--- config.mk ---
export PLATFORM = sky130hd
export DESIGN_NAME = lph_mod_unit
export DESIGN_NICKNAME = d
export VERILOG_FILES = /design/src/rtl/lph_pkg.sv /design/src/rtl/lph_mod_unit.sv
export SDC_FILE = /design/constraint.sdc
export NUM_CORES = 1
export LEC_CHECK = 0
export ABC_AREA = 0
export BUFFER_PORTS_ARGS = -buffer_cell sky130_fd_sc_hd__buf_2
export CORE_MARGIN = 2
export CORE_UTILIZATION = 40
export CTS_BUF_LIST = sky130_fd_sc_hd__clkbuf_8 sky130_fd_sc_hd__clkbuf_16
export DETAILED_ROUTE_END_ITERATION = 6
export PLACE_DENSITY_LB_ADDON = 0.3
export SYNTH_ARGS = -nofsm -noshare
export SYNTH_HDL_FRONTEND = slang
export SYNTH_SLANG_ARGS = --single-unit
--- constraint.sdc ---
create_clock -name aclk -period 3.5 [get_ports aclk]
set_input_delay 0.525 -clock aclk [delete_from_list [all_inputs] [get_ports aclk]]
set_output_delay 0.525 -clock aclk [all_outputs]
set_load 0.02 [all_outputs]
--- src/rtl/lph_pkg.sv ---
`timescale 1ns / 1ps
// ----------------------------------------------------------------------------
// Linear probe hash table package
// Shared widths, reset values and result codes of the hash table block.
// ----------------------------------------------------------------------------
package lph_pkg;

    // Default sizing of the slot store.
    localparam int MAX_SLOTS_DEFAULT = 1024;
    localparam int KEY_BITS_DEFAULT  = 32;

    // Fixed field widths of the streaming and configuration ports.
    localparam int SIZE_W   = 11;
    localparam int KEY_W    = 32;
    localparam int STATUS_W = 2;
    localparam int SLOT_W   = 10;
    localparam int COLL_W   = 11;
    localparam int ECHO_W   = 32;

    // Table size after reset.
    localparam logic [SIZE_W-1:0] SIZE_RESET = 11'd1024;

    // Result codes carried on the master tuser.
    typedef enum logic [STATUS_W-1:0] {
        STATUS_INSERTED  = 2'd0,
        STATUS_FULL      = 2'd1,
        STATUS_FOUND     = 2'd2,
        STATUS_NOT_FOUND = 2'd3
    } status_t;

endpackage

--- src/rtl/lph_mod_unit.sv ---
`timescale 1ns / 1ps
// ----------------------------------------------------------------------------
// Remainder unit
// Restoring division that produces dividend modulo divisor, one quotient
// bit per cycle, most significant bit first.
// ----------------------------------------------------------------------------
module lph_mod_unit #(
    parameter int DIVIDEND_W = lph_pkg::KEY_BITS_DEFAULT,
    parameter int DIVISOR_W  = $clog2(lph_pkg::MAX_SLOTS_DEFAULT + 1)
) (
    input  logic                  aclk,
    input  logic                  aresetn,
    input  logic                  start,
    input  logic [DIVIDEND_W-1:0] dividend,
    input  logic [DIVISOR_W-1:0]  divisor,
    output logic                  done,
    output logic [DIVISOR_W-1:0]  remainder
);

    localparam int CNT_W = $clog2(DIVIDEND_W + 1);
    localparam logic [CNT_W-1:0] LAST_STEP = CNT_W'(DIVIDEND_W - 1);

    logic                  busy_reg;
    logic                  done_reg;
    logic [CNT_W-1:0]      cnt_reg;
    logic [DIVIDEND_W-1:0] dvd_reg;
    logic [DIVISOR_W-1:0]  dsr_reg;
    logic [DIVISOR_W-1:0]  rem_reg;

    logic [DIVISOR_W:0]    trial;
    logic [DIVISOR_W:0]    diff;
    logic [DIVISOR_W-1:0]  rem_next;

    // One restoring step: shift in the next dividend bit, subtract if it fits.
    always_comb begin
        trial = {rem_reg, dvd_reg[DIVIDEND_W-1]};
        diff  = trial - {1'b0, dsr_reg};
        if (trial >= {1'b0, dsr_reg}) begin
            rem_next = DIVISOR_W'(diff);
        end else begin
            rem_next = DIVISOR_W'(trial);
        end
    end

    // Step control.
    always_ff @(posedge aclk) begin
        if (!aresetn) begin
            busy_reg <= 1'b0;
            done_reg <= 1'b0;
            cnt_reg  <= '0;
        end else begin
            done_reg <= 1'b0;
            if (start) begin
                busy_reg <= 1'b1;
                cnt_reg  <= '0;
            end else if (busy_reg) begin
                cnt_reg <= cnt_reg + 1'b1;
                if (cnt_reg == LAST_STEP) begin
                    busy_reg <= 1'b0;
                    done_reg <= 1'b1;
                end
            end
        end
    end

    // Operand and partial remainder registers.
    always_ff @(posedge aclk) begin
        if (start) begin
            dvd_reg <= dividend;
            dsr_reg <= divisor;
            rem_reg <= '0;
        end else if (busy_reg) begin
            dvd_reg <= dvd_reg << 1;
            rem_reg <= rem_next;
        end
    end

    assign done      = done_reg;
    assign remainder = rem_reg;

endmodule

==> impl_metrics.csv, run 1 <==
group,metric,value,unit
routing,wl,5990,um
power,p_leak,1.495,nW
min_path,hp-class,"primary input to register",
global_route,top_usage_layer,"met2",
timing,post-route-period-util,78.51,%
global_route,use_met2,23.15,%
place,hpwl,4160,um
place,place_congestion,0.8694,
setup_path,crit_path_max_fanout,8,
routing,drt_pass1_iterations,4,
die,rows,31,
global_route,first_global_vias,2126,
timing,tightestPinTransition,681.0,ps
timing,rsz0062_at_grt,"false",
cells_and_area,nets,373,
routing,drc,0,
global_route,grt_max_degree,50,
place,port_buffers,57,
clock_network,cts-resized-gates,0,
setup_path,worstSetupEndpointType,"register",
setup_path,crit_chain,"inv_1 > ha_1 > fa_1 > nand2b_2 > o2bb2ai_2 > a211o_1 > and2_1 > or3b_1 > a311oi_2",
routing,vias,2121,
setup_path,r2r-start,"dvd_reg[31]",
global_route,grt_pass1_wl,10270,um
routing,vias_per_cell,5.074,
power,powerDensity,448.3,nW/um^2
global_route,gr-total-overflow,0,
yosys,synthArstFlopShare,0,%
setup_path,worstRegToRegCells,9,
yosys,ys_seq_area_share,55.21,%
timing,setup_violations,0,
die,die_w,91.01,um
setup_path,endpoint,"remainder[6]",
yosys,yosysUniqueCellTypes,43,
setup_path,critPathMaxStageDelay,410,ps
cells_and_area,layout_commonest_cell,"buf_2",
clock_network,cts_tree,"yes",
clock_network,cts.htree.levels,3,
yosys,ys_warn_count,0,
timing,fin_tns_setup,0,ps
setup_path,rr_endpoint,"remainder[6]",
clock_network,clock_latency,340,ps
yosys,synth_flop_cell,"edfxtp_1",
setup_path,cp.arrival,3000,ps
yosys,netlist_instances,250,
yosys,synth-edff-count,43,
clock_network,cts_made_buffers,9,
die,core,7292,sq um
clock_network,root_buffer,"clkbuf_8",
yosys,yosys_register_bits,62,
clock_network,clockBufferDepth,2,
die,die_area,8282,sq um
routing,avgRoutedWirePerCell,14.33,um
timing,finClkSkew,8.925,ps
cells_and_area,largest_reg_flops,32,
timing,fmax,363.9,MHz
setup_path,worstPathRequired,3750,ps
timing,relSlewSlack,54.43,%
setup_path,ff2ff_setup_slack,750,ps
place,pre_cts_slack,796.7,ps
setup_path,cp-startpoint,"dvd_reg[31]",
power,vdd_drop_max,0.2303,mV
clock_network,postCtsSetupBuffers,0,
cells_and_area,layout-drive-gt1-share,34.48,%
cells_and_area,area_delta_synth_final,18.64,%
global_route,gr-usage-all-layers,15.82,%
global_route,grt_use_met1,21.05,%
yosys,syn_area_per_cell,12.11,sq um
die,ios,58,
setup_path,crit_family,"simple AND/OR/NAND/NOR gates",
setup_path,crit_slowest_cell,"fa_1",
cells_and_area,n_antenna_cell,0,
yosys,syn_area,3028,sq um
setup_path,path_depth,9,
flow_run,cap_violations,0,
cells_and_area,layout_common_cells,"57 x buf_2, 43 x edfxtp_1, 33 x mux2_2",
timing,maxSlewViolCount,0,
timing,hold_viol,0,
global_route,grt_antenna_before_repair,0,
timing,finalWorstSetupSlack,752.0,ps
setup_path,cp_num_buf_inv,1,
routing,drt_iter0_drc,122,
outcome,status,"finished clean",
setup_path,path_class,"register to register",
timing,period_minus_slack,2748,ps
die,start_util,41.52,%
clock_network,cts_sinks,62,
yosys,syn-num-nets,309,
die,die_h,91.01,um
clock_network,path_clk_slew,70,ps
global_route,use_met3,5.975,%
setup_path,crit_path_start_kind,"register",
power,power,1.610,mW
clock_network,ctsHoldBuffers,0,
routing,ant_nets,0,
==> cell families (layout without fill, tap and decap cells) <==
kind of cell | Yosys count | in the layout | synth area share (%)
AOI/OAI and AO/OA | 51 | 51 | 11.36
xor gates and xnor gates | 8 | 8 | 2.314
adders and majority gates | 13 | 13 | 5.620
buffers and inverters | 22 | 91 | 2.975
DFF | 62 | 62 | 55.21
muxes | 35 | 35 | 12.93
and+or+nand+nor | 59 | 59 | 9.587
==> report_power, final <==
| group | internal, mW | switching, mW | total [mW] |
|---|---|---|---|
| clock network | 0.245 | 0.277 | 0.522 |
| registers | 0.851 | 0.0220 | 0.873 |
| logic | 0.104 | 0.111 | 0.215 |
| total | 1.20 | 0.410 | 1.61 |
==> per-layer routing <==
metal / wire length [um] / vias up
li1: - / 1060
met5: 0 / -
met1: 2804 / 989
met4: 121 / 0
met2: 2691 / 62
met3: 373 / 10
==> worst register-to-register path, cell delays in order (launching register included) <==
cell       delay, ps
edfxtp_1         360
inv_1             50
ha_1             220
fa_1             410
nand2b_2         210
o2bb2ai_2        140
a211o_1          360
and2_1           270
or3b_1           410
a311oi_2         220
==> metrics by stage <==
stage / std cells / cell area, sq um / util [%] / hold WS, ps
3_5_place_dp: 402 / 3435 / 47.10 / 467.1
4_1_cts: 418 / 3592 / 49.26 / 345.6
5_1_grt: 418 / 3592 / 49.26 / 338.0
6_report: 418 / 3592 / 49.26 / 360.2
2_1_floorplan: 250 / 3028 / - / 430.3
3_3_place_gp: 402 / 3435 / 47.10 / 445.1
==> area by class of cell <==
class,count,area (sq um)
inverters,16,60.06
well taps,99,123.9
clock inverters,7,33.78
flip-flops and latches,62,1672
multi-input cells,166,1266
fillers,702,3700
clock buffers,9,123.9
repair buffers,59,312.8
==> worst min-delay path by stage <==
stage | to | startpoint | cells past startpoint
floorplan | done | cnt_reg[5] | 1
global placement | done | cnt_reg[5] | 1
detailed placement | done | cnt_reg[5] | 1
CTS | dsr_reg[2] | divisor[2] | 1
global route | dsr_reg[2] | divisor[2] | 1
finish | dsr_reg[2] | divisor[2] | 1
==> Yosys cell counts, drive strengths merged, types with 2 or more instances <==
cell	n	area, sq um
a211oi	2	15.01
a21o	2	15.01
a21oi	13	65.06
a22o	3	26.28
and2	2	12.51
clkbuf	5	18.77
dfxtp	19	380.4
edfxtp	43	1291
ha	12	150.1
inv	16	60.06
mux2	33	371.6
mux2i	2	20.02
nand2	14	52.55
nand2b	4	27.53
nand4	5	31.28
nor2	20	75.07
nor2b	2	12.51
nor3	4	25.02
o21a	5	37.54
o21ai	15	75.07
or3	3	18.77
xnor2	4	35.03
xor2	4	35.03
Note: power is estimated with default switching activity, not from simulation.
==> run 2: changes to the inputs <==
- clock period: 3.5 -> 2.5 ns (I/O delays scaled with it)
==> run 2 against run 1 <==
Clock skew fell by 2.9 ps. Highest routed layer unchanged. Flip-flop and latch count did not move. Power rose by 57%. Sequential power rose by 40%. Worst hold slack got worse by 160 ps. Die area did not move. Utilization rose by 1.9 points. Combinational power rose by 50%. Critical path type unchanged.
==> impl_metrics.csv, run 2 (same netlist as run 1, synthesis figures left out) <==
group,metric,value,unit
outcome,status,"finished clean",
clock_network,path_clk_slew,70,ps
setup_path,endpoint,"remainder[6]",
global_route,grt_use_met1,19.91,%
timing,hold_viol,0,
cells_and_area,nets,382,
timing,rsz0062_at_grt,"false",
die,ios,58,
global_route,use_met2,24.75,%
global_route,grt_max_degree,30,
global_route,grt_antenna_before_repair,0,
power,swShare,24.20,%
power,seq_power_share,48.3,%
setup_path,path_depth,9,
setup_path,crit_family,"simple AND/OR/NAND/NOR gates",
cells_and_area,layout_common_cells,"57 x buf_2, 43 x edfxtp_1, 33 x mux2_2",
power,pwr-share-clk,38.9,%
global_route,first_global_vias,2202,
setup_path,rr_endpoint,"remainder[6]",
global_route,use_met3,5.145,%
timing,post-route-period-util,96.11,%
cells_and_area,n_antenna_cell,0,
setup_path,crit_path_start_kind,"register",
routing,drt_iter0_drc,115,
timing,fmax,416.2,MHz
global_route,gr-usage-all-layers,16.26,%
routing,ant_nets,0,
clock_network,cts_made_buffers,9,
die,die_area,8282,sq um
power,powerDensity,675.8,nW/um^2
clock_network,cts_sinks,62,
setup_path,ff2ff_setup_slack,100,ps
clock_network,clock_latency,350,ps
clock_network,clockBufferDepth,2,
die,die_h,91.01,um
place,port_buffers,57,
clock_network,cts_tree,"yes",
die,die_w,91.01,um
global_route,top_usage_layer,"met2",
global_route,gr-total-overflow,0,
flow_run,cap_violations,0,
cells_and_area,largest_reg_flops,32,
power,p_leak,1.562,nW
setup_path,crit_slowest_cell,"edfxtp_1",
clock_network,cts.htree.levels,3,
setup_path,path_class,"register to register",
timing,setup_violations,0,
clock_network,ctsHoldBuffers,0,
routing,drt_pass1_iterations,4,
place,hpwl,4464,um
power,power,2.521,mW
timing,fin_tns_setup,0,ps
die,core,7292,sq um
timing,maxSlewViolCount,0,
setup_path,worstSetupEndpointType,"register",
routing,drc,0,
setup_path,r2r-start,"dvd_reg[31]",
setup_path,cp_num_buf_inv,1,
clock_network,root_buffer,"clkbuf_8",
power,internal_power,1.911,mW
power,pwr-share-comb,12.8,%
die,start_util,41.52,%
setup_path,cp-startpoint,"dvd_reg[31]",
place,place_congestion,0.9056,
setup_path,worstRegToRegCells,9,
routing,avgRoutedWirePerCell,14.64,um
timing,period_minus_slack,2403,ps
setup_path,cp.arrival,2660,ps
routing,vias,2146,
routing,wl,6253,um
setup_path,critPathMaxStageDelay,370,ps
cells_and_area,layout-drive-gt1-share,38.72,%
cells_and_area,area_delta_synth_final,23.22,%
global_route,grt_pass1_wl,10420,um
die,rows,31,
timing,tightestPinTransition,546.8,ps
min_path,hold-path-cell-count,1,
setup_path,crit_path_max_fanout,4,
min_path,min_from,"divisor[5]",
timing,finClkSkew,6.029,ps
routing,vias_per_cell,5.026,
power,p_switching,610.1,uW
timing,relSlewSlack,63.55,%
setup_path,crit_chain,"inv_1 > ha_2 > fa_2 > nand2b_4 > o2bb2ai_2 > a211o_1 > and2_4 > or3b_1 > a311oi_2",
min_path,hp-class,"primary input to register",
power,vdd_drop_max,0.4199,mV
setup_path,worstPathRequired,2760,ps
cells_and_area,layout_commonest_cell,"buf_2",
## run 2: cell count changes in the layout (fill, tap and decap cells not counted), sizes merged
cell / delta
buf: +9
bufinv: +2
inv: -2
## run 2: power by group through the flow
stage	combinational [mW]	sequential (mW)	clock, mW
floorplan	0.208	1.24	0
global placement	0.310	1.24	0
detailed placement	0.316	1.24	0
CTS	0.319	1.22	1.00
global route	0.358	1.23	1.06
finish	0.322	1.22	0.981
## run 2: worst reg2reg max path: cells and delay by family, from the launching register on
| family | cells | cell delay (ps) |
|---|---|---|
| simple gates | 3 | 680 |
| compound gates | 3 | 660 |
| fa+ha+maj | 2 | 560 |
| flops | 1 | 370 |
| buf+inv | 1 | 50 |
## run 2: final cells by class
type | count | area [sq um]
flip-flops and latches | 62 | 1673
multi-input cells | 166 | 1284
repair buffers | 68 | 367.9
well taps | 99 | 123.9
inverters | 16 | 60.06
fillers | 670 | 3561
clock inverters | 7 | 98.84
clock buffers | 9 | 123.9
## run 2: what timing repair did
| action | 4_1_cts | 5_1_grt |
|---|---|---|
| buffers inserted | 0 | 1 |
| endpoints found under the setup margin | 0 | 2 |
| resized for setup | 0 | 2 |
## run 2: metrics by stage
stage	hold WS, ps	util, %	cell area [sq um]	instances	worst slack, ps
after floorplan	430.3	-	3039	250	18.64
after global placement	465.7	47.91	3493	410	124.5
after detailed placement	460.4	47.91	3493	410	75.05
after CTS	187.5	50.96	3716	426	27.93
after global routing	185.5	51.17	3731	427	8.316
final	203.4	51.17	3731	427	97.19
## run 2: worst min path at each step
stage,end,slack [ps]
5_1_grt,dsr_reg[5],190
3_5_place_dp,done,460
4_1_cts,dsr_reg[5],190
6_report,dsr_reg[5],200
3_3_place_gp,done,470
2_1_floorplan,done,430
## run 2: layer usage
layer  wire [um]  part of all wire (%)
met2        2864                    46
met3         403                   6.4
met4         202                   3.2
met5           0                     0
met1        2782                    44
